## src/sv/dad_pkg.sv

```systemverilog
// Shared types, constants and calendar helpers for the date_add_days block.
// Depends on nothing; the top level uses it through scoped names.
`default_nettype none

package dad_pkg;

   localparam int unsigned DayWidth   = 5;
   localparam int unsigned MonthWidth = 4;
   localparam int unsigned YearWidth  = 14;
   localparam int unsigned OrdWidth   = 9;
   localparam int unsigned CsrAddrWidth = 3;
   localparam int unsigned CsrDataWidth = 32;

   localparam logic [OrdWidth-1:0] DaysToAddReset = 9'd100;
   localparam logic [OrdWidth-1:0] MaxDaysToAdd   = 9'd365;
   localparam logic [OrdWidth-1:0] LeapYearLen    = 9'd366;
   localparam logic [OrdWidth-1:0] CommonYearLen  = 9'd365;

   // register index, taken from paddr above the byte offset
   localparam logic RegDaysToAdd = 1'b0;

   // 25 * Inv25 == 1 modulo 2**14; y is a multiple of 25 exactly when
   // y * Inv25 (mod 2**14) does not exceed (2**14 - 1) / 25
   localparam logic [YearWidth-1:0] Inv25      = 14'd7209;
   localparam logic [YearWidth-1:0] Div25Limit = 14'd655;

   typedef struct packed {
      logic [DayWidth-1:0]   day_in;
      logic [MonthWidth-1:0] month_in;
      logic [YearWidth-1:0]  year_in;
   } req_payload_type;

   typedef struct packed {
      logic [OrdWidth-1:0]   start_day_of_year;
      logic                  start_is_leap;
      logic [DayWidth-1:0]   end_day;
      logic [MonthWidth-1:0] end_month;
      logic [YearWidth-1:0]  end_year;
      logic [OrdWidth-1:0]   end_day_of_year;
      logic                  end_is_leap;
   } rsp_payload_type;

   // days before the first of a month in a common year, month index 0 = January
   function automatic logic [OrdWidth-1:0] days_before(input logic [MonthWidth-1:0] idx);
      logic [OrdWidth-1:0] d;
      case (idx)
         4'd0:    d = 9'd0;
         4'd1:    d = 9'd31;
         4'd2:    d = 9'd59;
         4'd3:    d = 9'd90;
         4'd4:    d = 9'd120;
         4'd5:    d = 9'd151;
         4'd6:    d = 9'd181;
         4'd7:    d = 9'd212;
         4'd8:    d = 9'd243;
         4'd9:    d = 9'd273;
         4'd10:   d = 9'd304;
         default: d = 9'd334;
      endcase
      return d;
   endfunction

   // Gregorian rule: divisible by 4, and either by 16 or not by 25
   function automatic logic is_leap(input logic [YearWidth-1:0] y);
      logic [2*YearWidth-1:0] prod;
      logic div4, div16, div25;
      prod  = {{YearWidth{1'b0}}, y} * {{YearWidth{1'b0}}, Inv25};
      div4  = (y[1:0] == 2'd0);
      div16 = (y[3:0] == 4'd0);
      div25 = (prod[YearWidth-1:0] <= Div25Limit);
      return div4 && (div16 || !div25);
   endfunction

endpackage

`default_nettype wire

```

## src/sv/date_add_days.sv

```systemverilog
// date_add_days top level: four-stage date pipeline and its APB register.
// Depends on dad_pkg for payload types, the month table and the leap test.
//
// Use: each transfer on the req_ channel carries a Gregorian date (day, month,
// year). The block adds the days_to_add register (0 to 365, writes whose bits
// 8:0 exceed 365 saturate) and returns on the rsp_ channel the start ordinal
// and leap flag, the resulting date, its ordinal and its leap flag, one result
// per date.
// Throughput is one date per clock while rsp_ready is high: every stage holds
// a valid bit, and a stage loads when it is empty or its contents move on, so
// bubbles close up.
// Stages: leap tests of the year and the next year (one 14-bit multiply each)
// and the table lookup; ordinal add and year carry; month compares; day
// subtract into the output register.
// When the receiver holds rsp_ready low, the output register holds its result
// and the stages behind it fill up; req_ready falls once all four are full.
// Reset empties the pipeline and sets days_to_add to 100.
// The register sits at byte address 0 of the APB port; pready is always high.
`default_nettype none

module date_add_days (
   input  wire                                    clock,
   input  wire                                    reset,
   input  wire                                    req_valid,
   output logic                                   req_ready,
   input  wire  dad_pkg::req_payload_type         req_data,
   output logic                                   rsp_valid,
   input  wire                                    rsp_ready,
   output dad_pkg::rsp_payload_type               rsp_data,
   input  wire                                    csr_psel,
   input  wire                                    csr_penable,
   input  wire                                    csr_pwrite,
   input  wire  [dad_pkg::CsrAddrWidth-1:0]       csr_paddr,
   input  wire  [dad_pkg::CsrDataWidth-1:0]       csr_pwdata,
   output logic [dad_pkg::CsrDataWidth-1:0]       csr_prdata,
   output logic                                   csr_pready
);

   localparam int unsigned OW = dad_pkg::OrdWidth;
   localparam int unsigned MW = dad_pkg::MonthWidth;
   localparam int unsigned YW = dad_pkg::YearWidth;
   localparam int unsigned DW = dad_pkg::DayWidth;

   // ---------------- configuration register ----------------
   logic [OW-1:0] days_ff, days_in;
   logic          csr_write;

   assign csr_pready = 1'b1;
   assign csr_write  = csr_psel && csr_penable && csr_pwrite
                       && (csr_paddr[2] == dad_pkg::RegDaysToAdd);

   always_comb begin
      days_in = days_ff;
      if (csr_write) begin
         if (csr_pwdata[OW-1:0] > dad_pkg::MaxDaysToAdd) begin
            days_in = dad_pkg::MaxDaysToAdd;
         end else begin
            days_in = csr_pwdata[OW-1:0];
         end
      end
   end

   always_comb begin
      csr_prdata = '0;
      if (csr_paddr[2] == dad_pkg::RegDaysToAdd) begin
         csr_prdata[OW-1:0] = days_ff;
      end
   end

   always_ff @(posedge clock) begin
      if (reset) begin
         days_ff <= dad_pkg::DaysToAddReset;
      end else begin
         days_ff <= days_in;
      end
   end

   // ---------------- stage enables ----------------
   logic v1_ff, v2_ff, v3_ff, v4_ff;
   logic en1, en2, en3, en4;

   assign en4       = !v4_ff || rsp_ready;
   assign en3       = !v3_ff || en4;
   assign en2       = !v2_ff || en3;
   assign en1       = !v1_ff || en2;
   assign req_ready = en1;
   assign rsp_valid = v4_ff;

   always_ff @(posedge clock) begin
      if (reset) begin
         v1_ff <= 1'b0;
         v2_ff <= 1'b0;
         v3_ff <= 1'b0;
         v4_ff <= 1'b0;
      end else begin
         if (en1) v1_ff <= req_valid;
         if (en2) v2_ff <= v1_ff;
         if (en3) v3_ff <= v2_ff;
         if (en4) v4_ff <= v3_ff;
      end
   end

   // ---------------- stage 1: month clamp, table, leap tests ----------------
   logic [OW-1:0] s1_base_ff, s1_base_in;
   logic          s1_after_feb_ff, s1_after_feb_in;
   logic          s1_leap_ff, s1_leap_in;
   logic          s1_leap_next_ff, s1_leap_next_in;
   logic [YW-1:0] s1_year_ff, s1_year_next_ff, s1_year_next_in;
   logic [MW-1:0] month_idx;

   always_comb begin
      if (req_data.month_in == '0) begin
         month_idx = '0;
      end else if (req_data.month_in > MW'(12)) begin
         month_idx = MW'(11);
      end else begin
         month_idx = req_data.month_in - MW'(1);
      end
      s1_base_in      = dad_pkg::days_before(month_idx) + OW'(req_data.day_in);
      s1_after_feb_in = (month_idx > MW'(1));
      s1_year_next_in = req_data.year_in + YW'(1);
      s1_leap_in      = dad_pkg::is_leap(req_data.year_in);
      s1_leap_next_in = dad_pkg::is_leap(s1_year_next_in);
   end

   always_ff @(posedge clock) begin
      if (en1) begin
         s1_base_ff      <= s1_base_in;
         s1_after_feb_ff <= s1_after_feb_in;
         s1_leap_ff      <= s1_leap_in;
         s1_leap_next_ff <= s1_leap_next_in;
         s1_year_ff      <= req_data.year_in;
         s1_year_next_ff <= s1_year_next_in;
      end
   end

   // ---------------- stage 2: start ordinal, add, year carry ----------------
   logic [OW-1:0] s2_start_ff, s2_start_in;
   logic          s2_start_leap_ff;
   logic [OW-1:0] s2_sum_ff, s2_sum_in;
   logic [YW-1:0] s2_year_ff, s2_year_in;
   logic          s2_leap_ff, s2_leap_in;
   logic [OW:0]   sum_wide;
   logic [OW:0]   year_len;

   always_comb begin
      s2_start_in = s1_base_ff + OW'(s1_leap_ff && s1_after_feb_ff);
      sum_wide    = {1'b0, s2_start_in} + {1'b0, days_ff};
      year_len    = s1_leap_ff ? {1'b0, dad_pkg::LeapYearLen} : {1'b0, dad_pkg::CommonYearLen};
      if (sum_wide > year_len) begin
         s2_sum_in  = OW'(sum_wide - year_len);
         s2_year_in = s1_year_next_ff;
         s2_leap_in = s1_leap_next_ff;
      end else begin
         s2_sum_in  = sum_wide[OW-1:0];
         s2_year_in = s1_year_ff;
         s2_leap_in = s1_leap_ff;
      end
   end

   always_ff @(posedge clock) begin
      if (en2) begin
         s2_start_ff      <= s2_start_in;
         s2_start_leap_ff <= s1_leap_ff;
         s2_sum_ff        <= s2_sum_in;
         s2_year_ff       <= s2_year_in;
         s2_leap_ff       <= s2_leap_in;
      end
   end

   // ---------------- stage 3: month search ----------------
   logic [MW-1:0] s3_month_ff, s3_month_in;
   logic [OW-1:0] s3_start_ff, s3_sum_ff;
   logic          s3_start_leap_ff, s3_leap_ff;
   logic [YW-1:0] s3_year_ff;
   logic [10:0]   past_end;

   always_comb begin
      // past_end[i]: the ordinal lies beyond the last day of month i
      for (int i = 0; i < 11; i++) begin
         past_end[i] = s2_sum_ff > (dad_pkg::days_before(MW'(i + 1))
                                    + OW'(s2_leap_ff && (i >= 1)));
      end
      s3_month_in = MW'(11);
      for (int i = 10; i >= 0; i--) begin
         if (!past_end[i]) s3_month_in = MW'(i);
      end
   end

   always_ff @(posedge clock) begin
      if (en3) begin
         s3_month_ff      <= s3_month_in;
         s3_start_ff      <= s2_start_ff;
         s3_start_leap_ff <= s2_start_leap_ff;
         s3_sum_ff        <= s2_sum_ff;
         s3_year_ff       <= s2_year_ff;
         s3_leap_ff       <= s2_leap_ff;
      end
   end

   // ---------------- stage 4: day of month, output register ----------------
   dad_pkg::rsp_payload_type rsp_ff, rsp_in;
   logic [OW-1:0]            day_wide;

   always_comb begin
      day_wide = s3_sum_ff - dad_pkg::days_before(s3_month_ff)
                 - OW'(s3_leap_ff && (s3_month_ff > MW'(1)));
      rsp_in.start_day_of_year = s3_start_ff;
      rsp_in.start_is_leap     = s3_start_leap_ff;
      rsp_in.end_day           = day_wide[DW-1:0];
      rsp_in.end_month         = s3_month_ff + MW'(1);
      rsp_in.end_year          = s3_year_ff;
      rsp_in.end_day_of_year   = s3_sum_ff;
      rsp_in.end_is_leap       = s3_leap_ff;
   end

   always_ff @(posedge clock) begin
      if (en4) begin
         rsp_ff <= rsp_in;
      end
   end

   assign rsp_data = rsp_ff;

endmodule

`default_nettype wire
```

## config.mk

```make
export PLATFORM = sky130hd
export DESIGN_NAME = date_add_days
export DESIGN_NICKNAME = d
export VERILOG_FILES = /design/src/sv/dad_pkg.sv /design/src/sv/date_add_days.sv
export SDC_FILE = /design/constraint.sdc
export NUM_CORES = 1
export LEC_CHECK = 0
export BUFFER_PORTS_ARGS = -buffer_cell sky130_fd_sc_hd__clkbuf_2
export CORE_ASPECT_RATIO = 0.8
export CORE_MARGIN = 2
export CORE_UTILIZATION = 59
export CTS_BUF_LIST = sky130_fd_sc_hd__clkbuf_16
export DETAILED_ROUTE_END_ITERATION = 7
export HOLD_SLACK_MARGIN = 0.12
export PLACE_DENSITY = 0.82
export SYNTH_ARGS = -nofsm -noshare
export SYNTH_HDL_FRONTEND = slang
export SYNTH_SLANG_ARGS = --single-unit
export TNS_END_PERCENT = 5
```

## constraint.sdc

```tcl
create_clock -name clock -period 5.8 [get_ports clock]
set_input_delay 0.58 -clock clock [delete_from_list [all_inputs] [get_ports clock]]
set_output_delay 0.58 -clock clock [all_outputs]
set_load 0.01 [all_outputs]
```

==> results.md <==
- Commonest cells post-synth: edfxtp_1 (155), ha_1 (119), inv_1 (111)
- RSZ-0062 raised after global routing: false
- Netlist cell types: 71
- Synth top area cells: edfxtp_1 (44%), ha_1 (14%), fa_1 (5.0%)
- Vias per inst: 5.45
- Via Count: 6,726
- Post-synth EDFFs: 155
- CP startpoint kind: input pin
- Post-placement cell count: 1,201
- Final setup viols: 0
- Sequential area share after synthesis: 0.468
- Initial core utilization: 0.605
- Cell Rows: 43
- HP Class: input pin to flip-flop
- Power, Total: 5.28 mW
- Routed len/inst: 15.0 um
- Cell family with most CP delay: adder cells
- Ant. Diodes: 0
- Yosys top cell area share: 0.443
- FFs w/ async S/R, synth: 0
- GRT Residual Overflow: 0
- PortBufs: 93
- Slew HR: 0.407
- Multi-input logic area: 0.00500 sq mm
- Setup Crit Path Kind: input pin to flip-flop
- Die area: 0.0189 sq mm
- Clk buf depth: 2
- Cell mode on critical path: ha_1
- Layout Nets: 1,205
- Synth-to-layout area growth: 10.9%
- Count leader, synth: edfxtp_1
- Crit path DAT: 5.00 ns
- Share of cells above drive strength 1: 0.159
- Final HPWL DP: 14,100 um
- CP max stage cell: fa_1
- Final Non-Filler Cells: 1,233
- Cells after Synth: 893
- Synth area leader: edfxtp_1
- Clock-pin slew of the registers on the worst-case setup and hold paths: 0.06 ns
- Register area: 0.00491 sq mm
- YS warnings: 0
- Crit path buf inv count: 4
- Mapped cell area: 0.0105 sq mm
- Critical Path End Type: flip-flop
- Htree depth: 4
- Routability Congestion: 0.861
- Initial antenna violation count: 0
- VDD IR-drop max: 0.291 mV
- Fillcell total: 1,296
- Die H: 123 um
- Vias in the first global route: 6,199
- CTS Buf Count: 17
- DRT Pass-1 Iters: 4
- Leakage power: 5.19 nW
- DRT Wirelength: 18,500 um
- Largest net degree at the start of global routing: 44
- Ys flop type: edfxtp_1
- Slew @ Worst Pin: 0.886 ns
- Mean post-synth cell area: 11.8 sq um
- Max-slew violations: 0
- Seq cells post-synth: 168
- Root Driver: clkbuf_16
- Initial DRC count: 348
- Total track usage: 0.203
- Cell Pwr Density: 453 mW/mm^2
- Antenna-violating nets left: 0
- Crit-path cells: clkbuf_2 > ha_1 > and4_1 > nand2_1 > xor2_1 > inv_1 > ha_1 > ha_1 > ha_1 > inv_1 > fa_1 > inv_1 > ha_1 > fa_1 > a21oi_1 > o21bai_1 > and2_1 > nor2_1 > o21ai_0 > mux2i_1 > a41oi_1
- Final hold vios: 0
- Hold_buf cts: 0
- Die span in x: 153 um
- WP data required: 5.95 ns
- Clock Skew: 0.00971 ns
- CORE AREA: 0.0174 sq mm
- Status: complete, no violations
- I/O pin count: 143
- Final cycle utilization of the critical path: 0.836
- Worst path max stage delay: 0.53 ns
- CTS tree: built
- Clock sink count: 168
- CTS-repair resized insts: 0
- Final WS setup: 0.953 ns
- FMAX: 206 MHz
- Crit-path max FO: 10
- Post-CTS setup buffers: 0
- Final Util: 0.671
- Max-cap violations: 0
- Fin crit period: 4.85 ns
- Final setup TNS: 0 ns
- Global-route wire length before repair: 30,200 um
- Placement Setup Slack: 0.515 ns
- DRC viols: 0
- Worst skew pair latency: 0.42 ns
tightest hold or removal path: stages:
cell,delay [ns]
clkbuf_2,0.07
a21oi_1,0.03
nor2_1,0.06
power breakdown:
| part | switching, mW | total, mW | internal, mW | leakage, nW |
|---|---|---|---|---|
| Sequential | 0.213 | 2.08 | 1.86 | 1.76 |
| Clock | 0.443 | 0.981 | 0.539 | 0.267 |
| Combinational | 1.22 | 2.23 | 1.01 | 3.16 |
routing by layer:
metal  up-vias  GRT usage  part of all wire
li1       3303          -                 -
met1      3232      0.285              0.47
met2       173      0.329              0.46
met3        18     0.0329             0.050
met4         0     0.0631             0.012
met5         -          0                 0
flip-flops by register name, indices dropped and copies added, names as in the netlist, 14 cells and up:
| signal | cells |
|---|---|
| rsp_data | 43 |
| s1_year_ff | 14 |
| s1_year_next_ff | 14 |
| s2_year_ff | 14 |
| s3_year_ff | 14 |
cells by family after synthesis:
| family | share of synthesized area |
|---|---|
| AO/OA/AOI/OAI | 0.0898 |
| XOR/XNOR | 0.0650 |
| adder cells (fa/ha/maj) | 0.191 |
| buffers and inverters | 0.0643 |
| flip-flops | 0.468 |
| multiplexers | 0.0274 |
| other | 0.000715 |
| AND/OR/NAND/NOR | 0.0940 |
stage by stage:
step / area (sq um) / hold slack [ns]
final: 11700 / 0.365
after global routing: 11700 / 0.376
after CTS: 11700 / 0.345
after detailed placement: 11100 / 0.405
after global placement: 11100 / 0.401
after floorplan: 10600 / 0.400
cells in the final DEF (no fill, tap or decap), drive strengths merged, types with 3 or more instances in the layout:
cell	n
a31oi	5
buf	8
nand2b	10
a21o	10
a22oi	4
nor2	44
a21oi	42
nor2b	25
o22ai	3
and2	6
a211oi	5
edfxtp	155
o21bai	7
or3	4
conb	24
xnor2	58
dfxtp	13
clkbuf	110
o21ai	27
and3	6
clkinv	8
o21a	4
nand2	40
nor3	15
nand4	7
o31ai	6
nand3b	3
mux2	18
ha	119
xor2	20
mux2i	4
o211ai	4
nand3	18
a2bb2oi	4
fa	26
inv	117
final cells by class:
class,instances,share of cell area
inverter,111,0.0357
clock buffer,17,0.0365
tap,225,0.0242
timing repair buffer,101,0.0451
sequential,168,0.422
clock inverter,15,0.00762
multi-input combinational,596,0.429
path summary, 6_finish.rpt:
kind	from	end	slack, ns	depth (start not counted)
setup / recovery	req_data[1]	s1_leap_next_ff	0.95	21
hold / removal	req_valid	v1_ff	0.36	3
setup reg to reg	s1_leap_ff	s2_year_ff[0]	1.51	12
hold reg to reg	s2_year_ff[7]	s3_year_ff[7]	0.41	0
(Power assumes the default switching activity.)
